===== config.mk =====
export PLATFORM = sky130hd
export DESIGN_NAME = transmission_loss_db_converter
export DESIGN_NICKNAME = d
export VERILOG_FILES = /design/src/tldc_pkg.sv /design/src/tldc_ctrl.sv /design/src/tldc_datapath.sv /design/src/transmission_loss_db_converter.sv
export SDC_FILE = /design/constraint.sdc
export NUM_CORES = 2
export LEC_CHECK = 0
export ABC_CLOCK_PERIOD_IN_PS = 13400
export BUFFER_PORTS_ARGS = -buffer_cell sky130_fd_sc_hd__buf_2
export CAP_MARGIN = 10
export CORE_MARGIN = 2
export CORE_UTILIZATION = 60
export DETAILED_ROUTE_END_ITERATION = 8
export GPL_ROUTABILITY_DRIVEN = 0
export PLACE_DENSITY = 0.89
export SYNTH_ARGS = -nofsm -noshare
export SYNTH_HDL_FRONTEND = slang
export SYNTH_HIERARCHICAL = 1
export SYNTH_SLANG_ARGS = --single-unit

===== constraint.sdc =====
create_clock -name clk_i -period 13.4 [get_ports clk_i]
set_clock_uncertainty 0.15 [all_clocks]
set_input_delay 1.34 -clock clk_i [delete_from_list [all_inputs] [get_ports clk_i]]
set_output_delay 1.34 -clock clk_i [all_outputs]
set_load 0.02 [all_outputs]

===== src/tldc_pkg.sv =====
// Shared types, constants and float decode for the transmission loss converter.
`default_nettype none
package tldc_pkg;

  typedef enum logic [3:0] {
    ST_IDLE, ST_SQA, ST_SQB, ST_SUM, ST_NORM, ST_STEP, ST_STORE,
    ST_LOSS, ST_ACC, ST_DIVI, ST_DIV, ST_EMIT
  } ctl_state_e;

  typedef enum logic [1:0] {SRC_P, SRC_MIN, SRC_REF} src_e;

  typedef enum logic [3:0] {
    OP_NONE, OP_SQA, OP_SQB, OP_SUM, OP_NORM, OP_STEP, OP_STORE,
    OP_LOSS, OP_ACC, OP_DIVI, OP_DIV, OP_EMIT
  } dp_op_e;

  typedef struct packed {
    logic   capture;
    dp_op_e op;
    src_e   src;
  } dp_cmd_t;

  typedef struct packed {
    logic norm_done;
  } dp_stat_t;

  typedef struct packed {
    logic [1:0]        cls;
    logic [23:0]       man;
    logic signed [8:0] exp;
  } fp_t;

  localparam logic [1:0] CLS_ZERO = 2'd0;
  localparam logic [1:0] CLS_FIN  = 2'd1;
  localparam logic [1:0] CLS_INF  = 2'd2;
  localparam logic [1:0] CLS_NAN  = 2'd3;

  localparam logic [1:0] REG_REF = 2'd0;
  localparam logic [1:0] REG_MIN = 2'd1;
  localparam logic [1:0] REG_NSL = 2'd2;

  localparam int unsigned LOG_STEPS = 16;
  localparam int unsigned DIV_STEPS = 49;

  localparam logic signed [26:0] DB_PER_LOG2 = 27'sd50504453;
  localparam logic signed [18:0] LOSS_MAX = 19'sh3FFFF;
  localparam logic signed [18:0] LOSS_MIN = 19'sh40000;

  function automatic fp_t fdecode(input logic [31:0] b);
    fp_t        r;
    logic [7:0] ex;
    logic [22:0] fr;
    ex = b[30:23];
    fr = b[22:0];
    r.man = 24'd0;
    r.exp = 9'sd0;
    if (ex == 8'hFF) begin
      r.cls = (fr != 23'd0) ? CLS_NAN : CLS_INF;
    end else if (ex == 8'd0) begin
      if (fr == 23'd0) begin
        r.cls = CLS_ZERO;
      end else begin
        r.cls = CLS_FIN;
        r.man = {1'b0, fr};
        r.exp = -9'sd149;
      end
    end else begin
      r.cls = CLS_FIN;
      r.man = {1'b1, fr};
      r.exp = 9'($signed({2'b00, ex}) - 10'sd150);
    end
    return r;
  endfunction

endpackage
`default_nettype wire


===== src/tldc_ctrl.sv =====
// Sequencer for the converter: handshakes and step control of the datapath.
`default_nettype none
module tldc_ctrl import tldc_pkg::*; (
  input  wire logic     clk_i,
  input  wire logic     rst_ni,
  input  wire logic     in_valid_i,
  output logic          in_stall_o,
  output logic          out_valid_o,
  input  wire logic     out_stall_i,
  input  wire dp_stat_t stat_i,
  output dp_cmd_t       cmd_o
);

  ctl_state_e state_q, state_d;
  logic [5:0] cnt_q, cnt_d;
  src_e       src_q, src_d;
  logic       out_valid_q, out_valid_d;
  logic       slot_free;

  assign slot_free = !out_valid_q || !out_stall_i;

  always_ff @(posedge clk_i or negedge rst_ni) begin
    if (!rst_ni) begin
      state_q     <= ST_IDLE;
      cnt_q       <= 6'd0;
      src_q       <= SRC_P;
      out_valid_q <= 1'b0;
    end else begin
      state_q     <= state_d;
      cnt_q       <= cnt_d;
      src_q       <= src_d;
      out_valid_q <= out_valid_d;
    end
  end

  always_comb begin
    state_d = state_q;
    cnt_d   = cnt_q;
    src_d   = src_q;
    case (state_q)
      ST_IDLE: begin
        if (in_valid_i) begin
          state_d = ST_SQA;
          src_d   = SRC_P;
        end
      end
      ST_SQA:  state_d = ST_SQB;
      ST_SQB:  state_d = ST_SUM;
      ST_SUM:  state_d = ST_NORM;
      ST_NORM: begin
        if (stat_i.norm_done) begin
          state_d = ST_STEP;
          cnt_d   = 6'd0;
        end
      end
      ST_STEP: begin
        if (cnt_q == 6'(LOG_STEPS - 1)) state_d = ST_STORE;
        else cnt_d = cnt_q + 6'd1;
      end
      ST_STORE: begin
        case (src_q)
          SRC_P:   begin src_d = SRC_MIN; state_d = ST_SQA; end
          SRC_MIN: begin src_d = SRC_REF; state_d = ST_SQA; end
          default: state_d = ST_LOSS;
        endcase
      end
      ST_LOSS: state_d = ST_ACC;
      ST_ACC:  state_d = ST_DIVI;
      ST_DIVI: begin
        state_d = ST_DIV;
        cnt_d   = 6'd0;
      end
      ST_DIV: begin
        if (cnt_q == 6'(DIV_STEPS - 1)) state_d = ST_EMIT;
        else cnt_d = cnt_q + 6'd1;
      end
      ST_EMIT: begin
        if (slot_free) state_d = ST_IDLE;
      end
      default: state_d = ST_IDLE;
    endcase
  end

  always_comb begin
    cmd_o.capture = (state_q == ST_IDLE) && in_valid_i;
    cmd_o.src     = src_q;
    in_stall_o    = (state_q != ST_IDLE);
    out_valid_d   = out_valid_q && out_stall_i;
    case (state_q)
      ST_SQA:   cmd_o.op = OP_SQA;
      ST_SQB:   cmd_o.op = OP_SQB;
      ST_SUM:   cmd_o.op = OP_SUM;
      ST_NORM:  cmd_o.op = OP_NORM;
      ST_STEP:  cmd_o.op = OP_STEP;
      ST_STORE: cmd_o.op = OP_STORE;
      ST_LOSS:  cmd_o.op = OP_LOSS;
      ST_ACC:   cmd_o.op = OP_ACC;
      ST_DIVI:  cmd_o.op = OP_DIVI;
      ST_DIV:   cmd_o.op = OP_DIV;
      ST_EMIT: begin
        cmd_o.op = slot_free ? OP_EMIT : OP_NONE;
        if (slot_free) out_valid_d = 1'b1;
      end
      default:  cmd_o.op = OP_NONE;
    endcase
  end

  assign out_valid_o = out_valid_q;

endmodule
`default_nettype wire


===== src/tldc_datapath.sv =====
// Datapath: config registers, log2 unit, loss scaling, accumulator and divider.
`default_nettype none
module tldc_datapath import tldc_pkg::*; #(
  parameter int unsigned MAX_RECEIVERS = 1048576
) (
  input  wire logic               clk_i,
  input  wire logic               rst_ni,
  input  wire logic               cfg_we_i,
  input  wire logic [1:0]         cfg_index_i,
  input  wire logic [31:0]        cfg_data_i,
  input  wire logic [31:0]        pressure_real_i,
  input  wire logic [31:0]        pressure_imag_i,
  input  wire logic               last_receiver_i,
  input  wire dp_cmd_t            cmd_i,
  output dp_stat_t                stat_o,
  output logic signed [18:0]      loss_db_o,
  output logic                    loss_valid_o,
  output logic signed [18:0]      average_loss_o,
  output logic                    average_ready_o
);

  localparam int unsigned CountFull = 2097151;
  localparam logic [20:0] CountCap =
    21'((MAX_RECEIVERS < CountFull) ? MAX_RECEIVERS : CountFull);

  logic [31:0]        ref_q, min_q;
  logic signed [18:0] nsl_q;
  logic signed [47:0] sum_q;
  logic [20:0]        cnt_q;

  logic [31:0]        re_q, im_q;
  logic               last_q;
  logic [47:0]        sqa_q, sqb_q;
  logic [48:0]        s_q;
  logic [5:0]         shcnt_q;
  logic [30:0]        x_q;
  logic [15:0]        frac_q;
  logic signed [25:0] lp_q, lmin_q, lref_q;
  logic signed [26:0] d_q;
  logic signed [54:0] lprod_q;
  logic signed [18:0] loss_q;
  logic               lvalid_q;
  logic [48:0]        n_q;
  logic [20:0]        dv_q, r_q;
  logic               neg_q, avg_ok_q;
  logic signed [18:0] out_loss_q, out_avg_q;
  logic               out_lvalid_q, out_last_q;

  fp_t                dr, di, dm, dref, fa, fb;
  logic               ha, hb, hsel;
  logic signed [8:0]  big;
  logic signed [9:0]  diff_a, diff_b, dsel;
  logic [31:0]        mul_x;
  logic [63:0]        prod;
  logic [47:0]        term;
  logic [31:0]        y;
  logic signed [9:0]  ipart;
  logic signed [25:0] lval;
  logic signed [26:0] dval;
  logic signed [27:0] nd;
  logic signed [54:0] rnd;
  logic signed [22:0] raw;
  logic signed [18:0] sat, loss_res;
  logic               zero, nosig, lvalid, norm_done;
  logic [47:0]        abs_sum;
  logic [21:0]        rt;
  logic [18:0]        avg;

  always_comb begin
    dr   = fdecode(re_q);
    di   = fdecode(im_q);
    dm   = fdecode(min_q);
    dref = fdecode(ref_q);
    case (cmd_i.src)
      SRC_P: begin
        fa = dr; fb = di;
        ha = (dr.cls == CLS_FIN); hb = (di.cls == CLS_FIN);
      end
      SRC_MIN: begin
        fa = dm; fb = dm;
        ha = (dm.cls == CLS_FIN); hb = 1'b0;
      end
      default: begin
        fa = dref; fb = dref;
        ha = (dref.cls == CLS_FIN); hb = 1'b0;
      end
    endcase
    if (ha && hb) big = (fa.exp > fb.exp) ? fa.exp : fb.exp;
    else if (ha) big = fa.exp;
    else big = fb.exp;
    diff_a = 10'(big) - 10'(fa.exp);
    diff_b = 10'(big) - 10'(fb.exp);
    dsel   = (cmd_i.op == OP_SQB) ? diff_b : diff_a;
    hsel   = (cmd_i.op == OP_SQB) ? hb : ha;
    case (cmd_i.op)
      OP_SQA:  mul_x = {8'd0, fa.man};
      OP_SQB:  mul_x = {8'd0, fb.man};
      default: mul_x = {1'b0, x_q};
    endcase
    prod = {32'd0, mul_x} * {32'd0, mul_x};
    term = (!hsel || dsel >= 10'sd24) ? 48'd0 : (prod[47:0] >> {dsel[4:0], 1'b0});
    y    = prod[61:30];
    norm_done = s_q[48] || (s_q == 49'd0);
    ipart = $signed({4'd0, 6'd48 - shcnt_q}) + $signed({big, 1'b0});
    lval  = {ipart, frac_q};
    dval  = 27'(lp_q) - 27'(lref_q);
    nd    = -28'(dval);
  end

  assign stat_o.norm_done = norm_done;

  always_comb begin
    rnd  = lprod_q + (55'sd1 <<< 31);
    raw  = rnd[54:32];
    if (raw > 23'sd262143) sat = LOSS_MAX;
    else if (raw < -23'sd262144) sat = LOSS_MIN;
    else sat = raw[18:0];
    zero  = (dr.cls == CLS_ZERO) && (di.cls == CLS_ZERO);
    nosig = (dr.cls == CLS_INF) || (dr.cls == CLS_NAN) ||
            (di.cls == CLS_INF) || (di.cls == CLS_NAN) ||
            (!min_q[31] && ((dm.cls == CLS_INF) ||
                            ((dm.cls == CLS_FIN) && (zero || (lp_q < lmin_q))))) ||
            ref_q[31] || (dref.cls != CLS_FIN) || zero ||
            (d_q >= 27'sd16777216) || (d_q < -27'sd19529728);
    loss_res = nosig ? nsl_q : sat;
    lvalid   = (20'(loss_res) < (20'(nsl_q) - 20'sd256));
    abs_sum  = sum_q[47] ? 48'(-sum_q) : 48'(sum_q);
    rt       = {r_q, n_q[48]};
    if (!avg_ok_q) avg = 19'd0;
    else if (neg_q) avg = (n_q > 49'd262144) ? LOSS_MIN : 19'(-n_q[18:0]);
    else avg = (n_q > 49'd262143) ? LOSS_MAX : n_q[18:0];
  end

  always_ff @(posedge clk_i or negedge rst_ni) begin
    if (!rst_ni) begin
      ref_q <= 32'h3F80_0000;
      min_q <= 32'd0;
      nsl_q <= 19'sd0;
      sum_q <= 48'sd0;
      cnt_q <= 21'd0;
    end else begin
      if (cfg_we_i) begin
        case (cfg_index_i)
          REG_REF: ref_q <= cfg_data_i;
          REG_MIN: min_q <= cfg_data_i;
          REG_NSL: nsl_q <= cfg_data_i[18:0];
          default: ;
        endcase
      end
      if (cmd_i.op == OP_ACC && lvalid && cnt_q < CountCap) begin
        sum_q <= sum_q + 48'(loss_res);
        cnt_q <= cnt_q + 21'd1;
      end
      if (cmd_i.op == OP_DIVI && last_q) begin
        sum_q <= 48'sd0;
        cnt_q <= 21'd0;
      end
    end
  end

  always_ff @(posedge clk_i) begin
    if (cmd_i.capture) begin
      re_q   <= pressure_real_i;
      im_q   <= pressure_imag_i;
      last_q <= last_receiver_i;
    end
    case (cmd_i.op)
      OP_SQA: sqa_q <= term;
      OP_SQB: sqb_q <= term;
      OP_SUM: begin
        s_q     <= {1'b0, sqa_q} + {1'b0, sqb_q};
        shcnt_q <= 6'd0;
        frac_q  <= 16'd0;
      end
      OP_NORM: begin
        if (norm_done) begin
          x_q <= s_q[48:18];
        end else if (s_q[48:41] == 8'd0) begin
          s_q     <= {s_q[40:0], 8'd0};
          shcnt_q <= shcnt_q + 6'd8;
        end else begin
          s_q     <= {s_q[47:0], 1'b0};
          shcnt_q <= shcnt_q + 6'd1;
        end
      end
      OP_STEP: begin
        if (y[31]) begin
          x_q    <= y[31:1];
          frac_q <= {frac_q[14:0], 1'b1};
        end else begin
          x_q    <= y[30:0];
          frac_q <= {frac_q[14:0], 1'b0};
        end
      end
      OP_STORE: begin
        case (cmd_i.src)
          SRC_P:   lp_q   <= lval;
          SRC_MIN: lmin_q <= lval;
          default: lref_q <= lval;
        endcase
      end
      OP_LOSS: begin
        d_q     <= dval;
        lprod_q <= 55'(nd) * 55'(DB_PER_LOG2);
      end
      OP_ACC: begin
        loss_q   <= loss_res;
        lvalid_q <= lvalid;
      end
      OP_DIVI: begin
        n_q      <= {1'b0, abs_sum} + 49'(cnt_q >> 1);
        dv_q     <= cnt_q;
        r_q      <= 21'd0;
        neg_q    <= sum_q[47];
        avg_ok_q <= last_q && (cnt_q != 21'd0);
      end
      OP_DIV: begin
        if (rt >= {1'b0, dv_q}) begin
          r_q <= 21'(rt - {1'b0, dv_q});
          n_q <= {n_q[47:0], 1'b1};
        end else begin
          r_q <= rt[20:0];
          n_q <= {n_q[47:0], 1'b0};
        end
      end
      OP_EMIT: begin
        out_loss_q   <= loss_q;
        out_lvalid_q <= lvalid_q;
        out_avg_q    <= avg;
        out_last_q   <= last_q;
      end
      default: ;
    endcase
  end

  assign loss_db_o       = out_loss_q;
  assign loss_valid_o    = out_lvalid_q;
  assign average_loss_o  = out_avg_q;
  assign average_ready_o = out_last_q;

endmodule
`default_nettype wire


===== src/transmission_loss_db_converter.sv =====
// Top level of the complex pressure to transmission loss converter.
//
// Input channel: in_valid_i / in_stall_o carry one word per receiver: the IEEE
// single real and imaginary parts and the last-receiver flag.
// Output channel: out_valid_o / out_stall_i carry one result word per input:
// loss in 1/256 dB, its valid flag, and on the last receiver the field average.
// Config channel: cfg_valid_i / cfg_ready_o write reference pressure (0),
// minimum magnitude (1) and no-signal level (2); cfg_ready_o is always high.
// Each accepted word goes through three passes of one shared log2 unit
// (normalize, then 16 squaring steps) for the pressure, the minimum and the
// reference, then scaling, accumulation and a bit-serial divider for the
// average, emitting the result once the output slot is free. One word is in
// work at a time; a finished result sits in the output register so the next
// word is taken while the receiver stalls. A stalled result holds until
// taken, and the next result waits behind it.
// Reset clears the sum, count and config registers to defaults, no clearing pass.
`default_nettype none
module transmission_loss_db_converter import tldc_pkg::*; #(
  parameter int unsigned MAX_RECEIVERS = 1048576
) (
  input  wire logic               clk_i,
  input  wire logic               rst_ni,
  input  wire logic               in_valid_i,
  output logic                    in_stall_o,
  input  wire logic [31:0]        pressure_real_i,
  input  wire logic [31:0]        pressure_imag_i,
  input  wire logic               last_receiver_i,
  output logic                    out_valid_o,
  input  wire logic               out_stall_i,
  output logic signed [18:0]      loss_db_o,
  output logic                    loss_valid_o,
  output logic signed [18:0]      average_loss_o,
  output logic                    average_ready_o,
  input  wire logic               cfg_valid_i,
  output logic                    cfg_ready_o,
  input  wire logic [1:0]         cfg_index_i,
  input  wire logic [31:0]        cfg_data_i
);

  dp_cmd_t  cmd;
  dp_stat_t stat;

  assign cfg_ready_o = 1'b1;

  tldc_ctrl u_ctrl (
    .clk_i       (clk_i),
    .rst_ni      (rst_ni),
    .in_valid_i  (in_valid_i),
    .in_stall_o  (in_stall_o),
    .out_valid_o (out_valid_o),
    .out_stall_i (out_stall_i),
    .stat_i      (stat),
    .cmd_o       (cmd)
  );

  tldc_datapath #(
    .MAX_RECEIVERS (MAX_RECEIVERS)
  ) u_datapath (
    .clk_i           (clk_i),
    .rst_ni          (rst_ni),
    .cfg_we_i        (cfg_valid_i && cfg_ready_o),
    .cfg_index_i     (cfg_index_i),
    .cfg_data_i      (cfg_data_i),
    .pressure_real_i (pressure_real_i),
    .pressure_imag_i (pressure_imag_i),
    .last_receiver_i (last_receiver_i),
    .cmd_i           (cmd),
    .stat_o          (stat),
    .loss_db_o       (loss_db_o),
    .loss_valid_o    (loss_valid_o),
    .average_loss_o  (average_loss_o),
    .average_ready_o (average_ready_o)
  );

  a_busy_after_accept: assert property (@(posedge clk_i) disable iff (!rst_ni)
    (in_valid_i && !in_stall_o) |=> in_stall_o)
    else $error("converter not busy after accepting a word");

  a_avg_zero: assert property (@(posedge clk_i) disable iff (!rst_ni)
    (out_valid_o && !average_ready_o) |-> (average_loss_o == 19'sd0))
    else $error("average nonzero on a non-last word");

  a_result_from_work: assert property (@(posedge clk_i) disable iff (!rst_ni)
    $rose(out_valid_o) |-> $past(in_stall_o))
    else $error("result appeared without work in progress");

endmodule
`default_nettype wire

Yosys cells after proc, flatten, opt, wreduce, memory -nomap -nowiden. Cells that the tools add are included.

Muxes and demuxes: 79. Multiply operators: 2. Add/sub/neg operators: 22. Div/mod/pow operators: 0. Bitwise operators: 1. $lt $le $gt $ge: 12. Shift-type cells: 1. Equal/unequal tests: 51. Reductions and logical operators: 68.

Operators with widths (count): 49-bit one-hot mux with 2 select lines (2); 48-bit two-way mux (4); 33-bit two-way mux (4); 33-bit one-hot mux with 2 select lines (2); 32-bit two-way mux (4); 31-bit one-hot mux with 2 select lines (2); 19-bit two-way mux (6); 49-bit two-way mux (2); 23-bit zero test (4); 23-bit nonzero test (4); 35-bit two-way mux (2); 34-bit two-way mux (2); 21-bit two-way mux (3); 31-bit by 31-bit multiplier with 62-bit output (1); 31-bit two-way mux (2); 55-bit by 33-bit adder with 55-bit output, second input constant (1); 28-bit by 27-bit multiplier with 55-bit output, second input constant (1); 48-bit by 20-bit adder with 49-bit output (1); 48-bit by 48-bit adder with 49-bit output (1); 49-bit by 18-bit greater-than comparator with 1-bit output, second input constant (1); 49-bit by 19-bit greater-than comparator with 1-bit output, second input constant (1); 49-bit zero test (1); 48-bit by 19-bit adder with 48-bit output (1); 48-bit negation (1); 65 further kinds (183).

Memories kept: 0. Flip-flop bits (word level): 739. Output and inout port bits: 43. Memory bits (read-only): 0. Latch bits: 0. Word-level logic and storage cells: 270. RAM bits: 0.

Logic depth before layout (Yosys ltp).
Word-level depth: 22. Gate-level depth with buffers: 49. Depth with buffers taken out: 41.

Cells and area by module. Netlist, hierarchy kept.

By module, submodules not included: tldc_datapath (area each 80163.1 sq um, cells each 8267, times used 1); tldc_ctrl (area each 900.9 sq um, cells each 104, times used 1); transmission_loss_db_converter (area each 11.3 sq um, cells each 2, times used 1).

Worst setup path before layout. No wires, ideal clock.

Path type: input to register. Start point: input out_stall_i. End point: register u_datapath.x_q[27] (data pin). Slack: -1865 ps. Arrival time: 14855 ps. Stages: 42. Library setup time: 261 ps. Required time: 12989 ps. Path through: a31oi_1 > o21a_1 > clkbuf_1 > nand2b_1 > nor3_1 > nand2_1 > nor3_1 > clkbuf_1 > a222oi_1 > nand3_1 > o21ai_1 > inv_1 > clkbuf_1 > nand2_1 > fa_1 > inv_1 > fa_1 > fa_1 > (+6 left out) > inv_1 > fa_1 > inv_1 > fa_1 > inv_1 > ha_1 > clkbuf_1 > and2_1 > a311o_1 > a31o_2 > a2111oi_0 > o31ai_1 > a21oi_1 > o21ai_1 > a31oi_1 > xor2_1 > nor2_1 > a221o_1.

RTL lines: from (decl) (RTL line transmission_loss_db_converter.sv:29) `input wire logic out_stall_i,`; to (signal assigned) (RTL line tldc_datapath.sv:177) `x_q <= s_q[48:18];`; to (signal assigned) (RTL line tldc_datapath.sv:188) `x_q <= y[31:1];`; to (signal assigned) (RTL line tldc_datapath.sv:191) `x_q <= y[30:0];`; to (decl) (RTL line tldc_datapath.sv:36) `logic [30:0] x_q;`.

==> impl_metrics.toml <==
[outcome]
outcome = "finished, violations left"
violations = "design-rule violations"

[routing]
dr.first_iter.drc_count = 8853
dr.pass1.iters = 9
vias = 65615
routed_wl_mm = 235
avgViaCountPerCell = 6.39
drc_errors = 25
ant_nets = 0
wire_per_inst_um = 22.9

[synthesis]
ys_async_sr_fraction = 0.239
synth_top_area_cell = "fa_1"
synth_edf_count = 526
ys_seq_area_frac = 0.246
netlist_instances = 8373
synth.distinct_cells = 120
synthTopCellsByCount = "inv_1, fa_1, ha_1"
syn_nets = 10218
syn_avg_cell_area_um2 = 9.68
synth.top_cell.area_share = 0.233
synth-seq-cells = 691
synth.area.top_cells = "fa_1, edfxtp_1, ha_1"
syn_area_um2 = 81100
ys_warn_count = 6
synth_most_common_cell = "inv_1"
ys.flop_type = "edfxtp_1"

[cts]
cts_root_buffer = "clkbuf_16"
cts_hold_buf = 0
clock-sinks = 691
cts.htree.levels = 3
numCtsBuffers = 73
clk_latency_ns = 0.67
cts_resized = 0
cts_tree = "yes"
cts_setup_buffers = 0
clk_pin_slew_worst_paths_ns = 0.07
cts_buffer_depth = 3

[layout]
multi_input_area_um2 = 54700
num-nets-final = 10272
instances_no_fill = 10269
area_growth_pct = 6.90
drive_gt1_frac = 0.0747
fill_cells = 9355
fin_util = 0.648
regArea_um2 = 19900

[floorplan]
core_area_um2 = 134000
start_util = 0.606
die_w_um = 372
die_h_um = 372
fp-row-count = 134
die_area_um2 = 138000
pin_count = 147

[global_routing]
grt.total_usage = 0.341
first_global_vias = 66961
grt_overflow = 0
grt_max_degree = 100
antenna_found_initial = 21
grt_pass1_wl_mm = 366

[setup_path]
worstPathArrival_ns = 13.27
crit_type = "in2reg"
crit_buf_inv = 10
crit_path_frequent_cell = "fa_1"
cp_top_family = "adder cells"
cp.depth = 39
critPathCaptureType = "flop"
critical_path.max_stage_delay_ns = 0.61
cp_max_fo = 11
crit_slowest_cell = "fa_1"
required_ns = 13.64
rr_worst_depth = 35
cp-start-kind = "primary input"

[worst_hold_path]
worstHoldPathCells = 0
hp-class = "reg2reg"

[sta]
slew_headroom = 0.161
finalCriticalPeriod_ns = 13.03
setup_viol = 0
holdWs_ns = 0.268
tightest_slew_ns = 1.24
fmax_mhz = 76.8
drv_slew = 0
rsz0062_at_grt = "no"
post-route-period-util = 0.972
final-hold-violation-count = 0
fin_tns_setup_ns = 0

[run]
maxCapViolCount = 0

[place]
placed_cells = 10119
dpl.hpwl_mm = 184
io_buffer_count = 143
metal layers:
metal	GRT usage	vias to the layer above	share of wire
li1	-	28213	-
met4	0.191	20	0.071
met3	0.121	1243	0.15
met5	0	-	0.00051
met2	0.517	4672	0.43
met1	0.424	31467	0.35
final cells by class:
cell class	instances	share of cell area
Multi-Input combinational cell	5927	0.631
Inverter	1468	0.0636
Sequential cell	691	0.230
Timing Repair Buffer	266	0.0191
Antenna cell	16	0.000462
Tap cell	1768	0.0255
Clock buffer	89	0.0228
Clock inverter	44	0.00759
state kept, by name (all words and copies together), names as in the netlist, 19 cells and up:
register and cells:
u_datapath/min_q 32, u_datapath/r_q 21, u_datapath/im_q 31, u_datapath/sum_q 48
u_datapath/cnt_q 21, u_datapath/lref_q 26, u_datapath/lp_q 26, u_datapath/loss_db_o 19
u_datapath/s_q 49, u_datapath/sqb_q 48, u_datapath/dv_q 21, u_datapath/x_q 31
u_datapath/average_loss_o 19, u_datapath/ref_q 32, u_datapath/loss_q 19, u_datapath/lmin_q 26
u_datapath/sqa_q 48, u_datapath/re_q 31, u_datapath/nsl_q 19, u_datapath/lprod_q 24
u_datapath/n_q 49
through the flow:
| stage | instance area, um2 | worst slack, ns |
|---|---|---|
| after floorplan | 81100 | 0.546 |
| after global placement | 84000 | 0.417 |
| after detailed placement | 84000 | 0.0994 |
| after CTS | 86600 | 0.662 |
| after global routing | 86600 | 0.0423 |
| final | 86700 | 0.374 |
layout by cell type, fill, tap and decap left out, types with 93 or more instances in the layout:
master    instances
inv_1          1459
dfrtp_1         158
nand2_1         685
edfxtp_1        526
nand3_1         138
and3_1          109
mux2_2           98
ha_1            798
xnor2_1         240
a21o_1          144
buf_4           122
fa_1            942
buf_2           142
o21ai_0         333
a21oi_1         360
nor2_1          568
xor2_1          174
nor3_1           93
mux2i_1         123
kinds of logic after synthesis:
family | count (synthesis) | synth area share
AOI/OAI and AO/OA | 1407 | 0.113
xor gates and xnor gates | 421 | 0.0457
buffers and inverters | 1755 | 0.0821
and+or+nand+nor | 2121 | 0.125
adders and majority gates | 1741 | 0.356
muxes | 236 | 0.0328
DFF | 691 | 0.246
other | 1 | 0.0000463
worst paths after layout:
check	start	endpoint	slack [ns]
worst min register to register	u_datapath/loss_q[5]	u_datapath/loss_db_o[5]	0.27
max in group asynchronous	rst_ni	u_datapath/nsl_q[5]	10.98
worst min-delay path	u_datapath/loss_q[5]	u_datapath/loss_db_o[5]	0.27
worst max register to register	u_datapath/re_q[29]	u_datapath/x_q[11]	0.40
min in group asynchronous	rst_ni	u_datapath/sum_q[47]	0.62
worst max-delay path	out_stall_i	u_datapath/sqa_q[4]	0.37
Power is left out: the tool's default activity adds up to more than one toggle a clock period on the data nets, which glitch-free logic cannot reach.
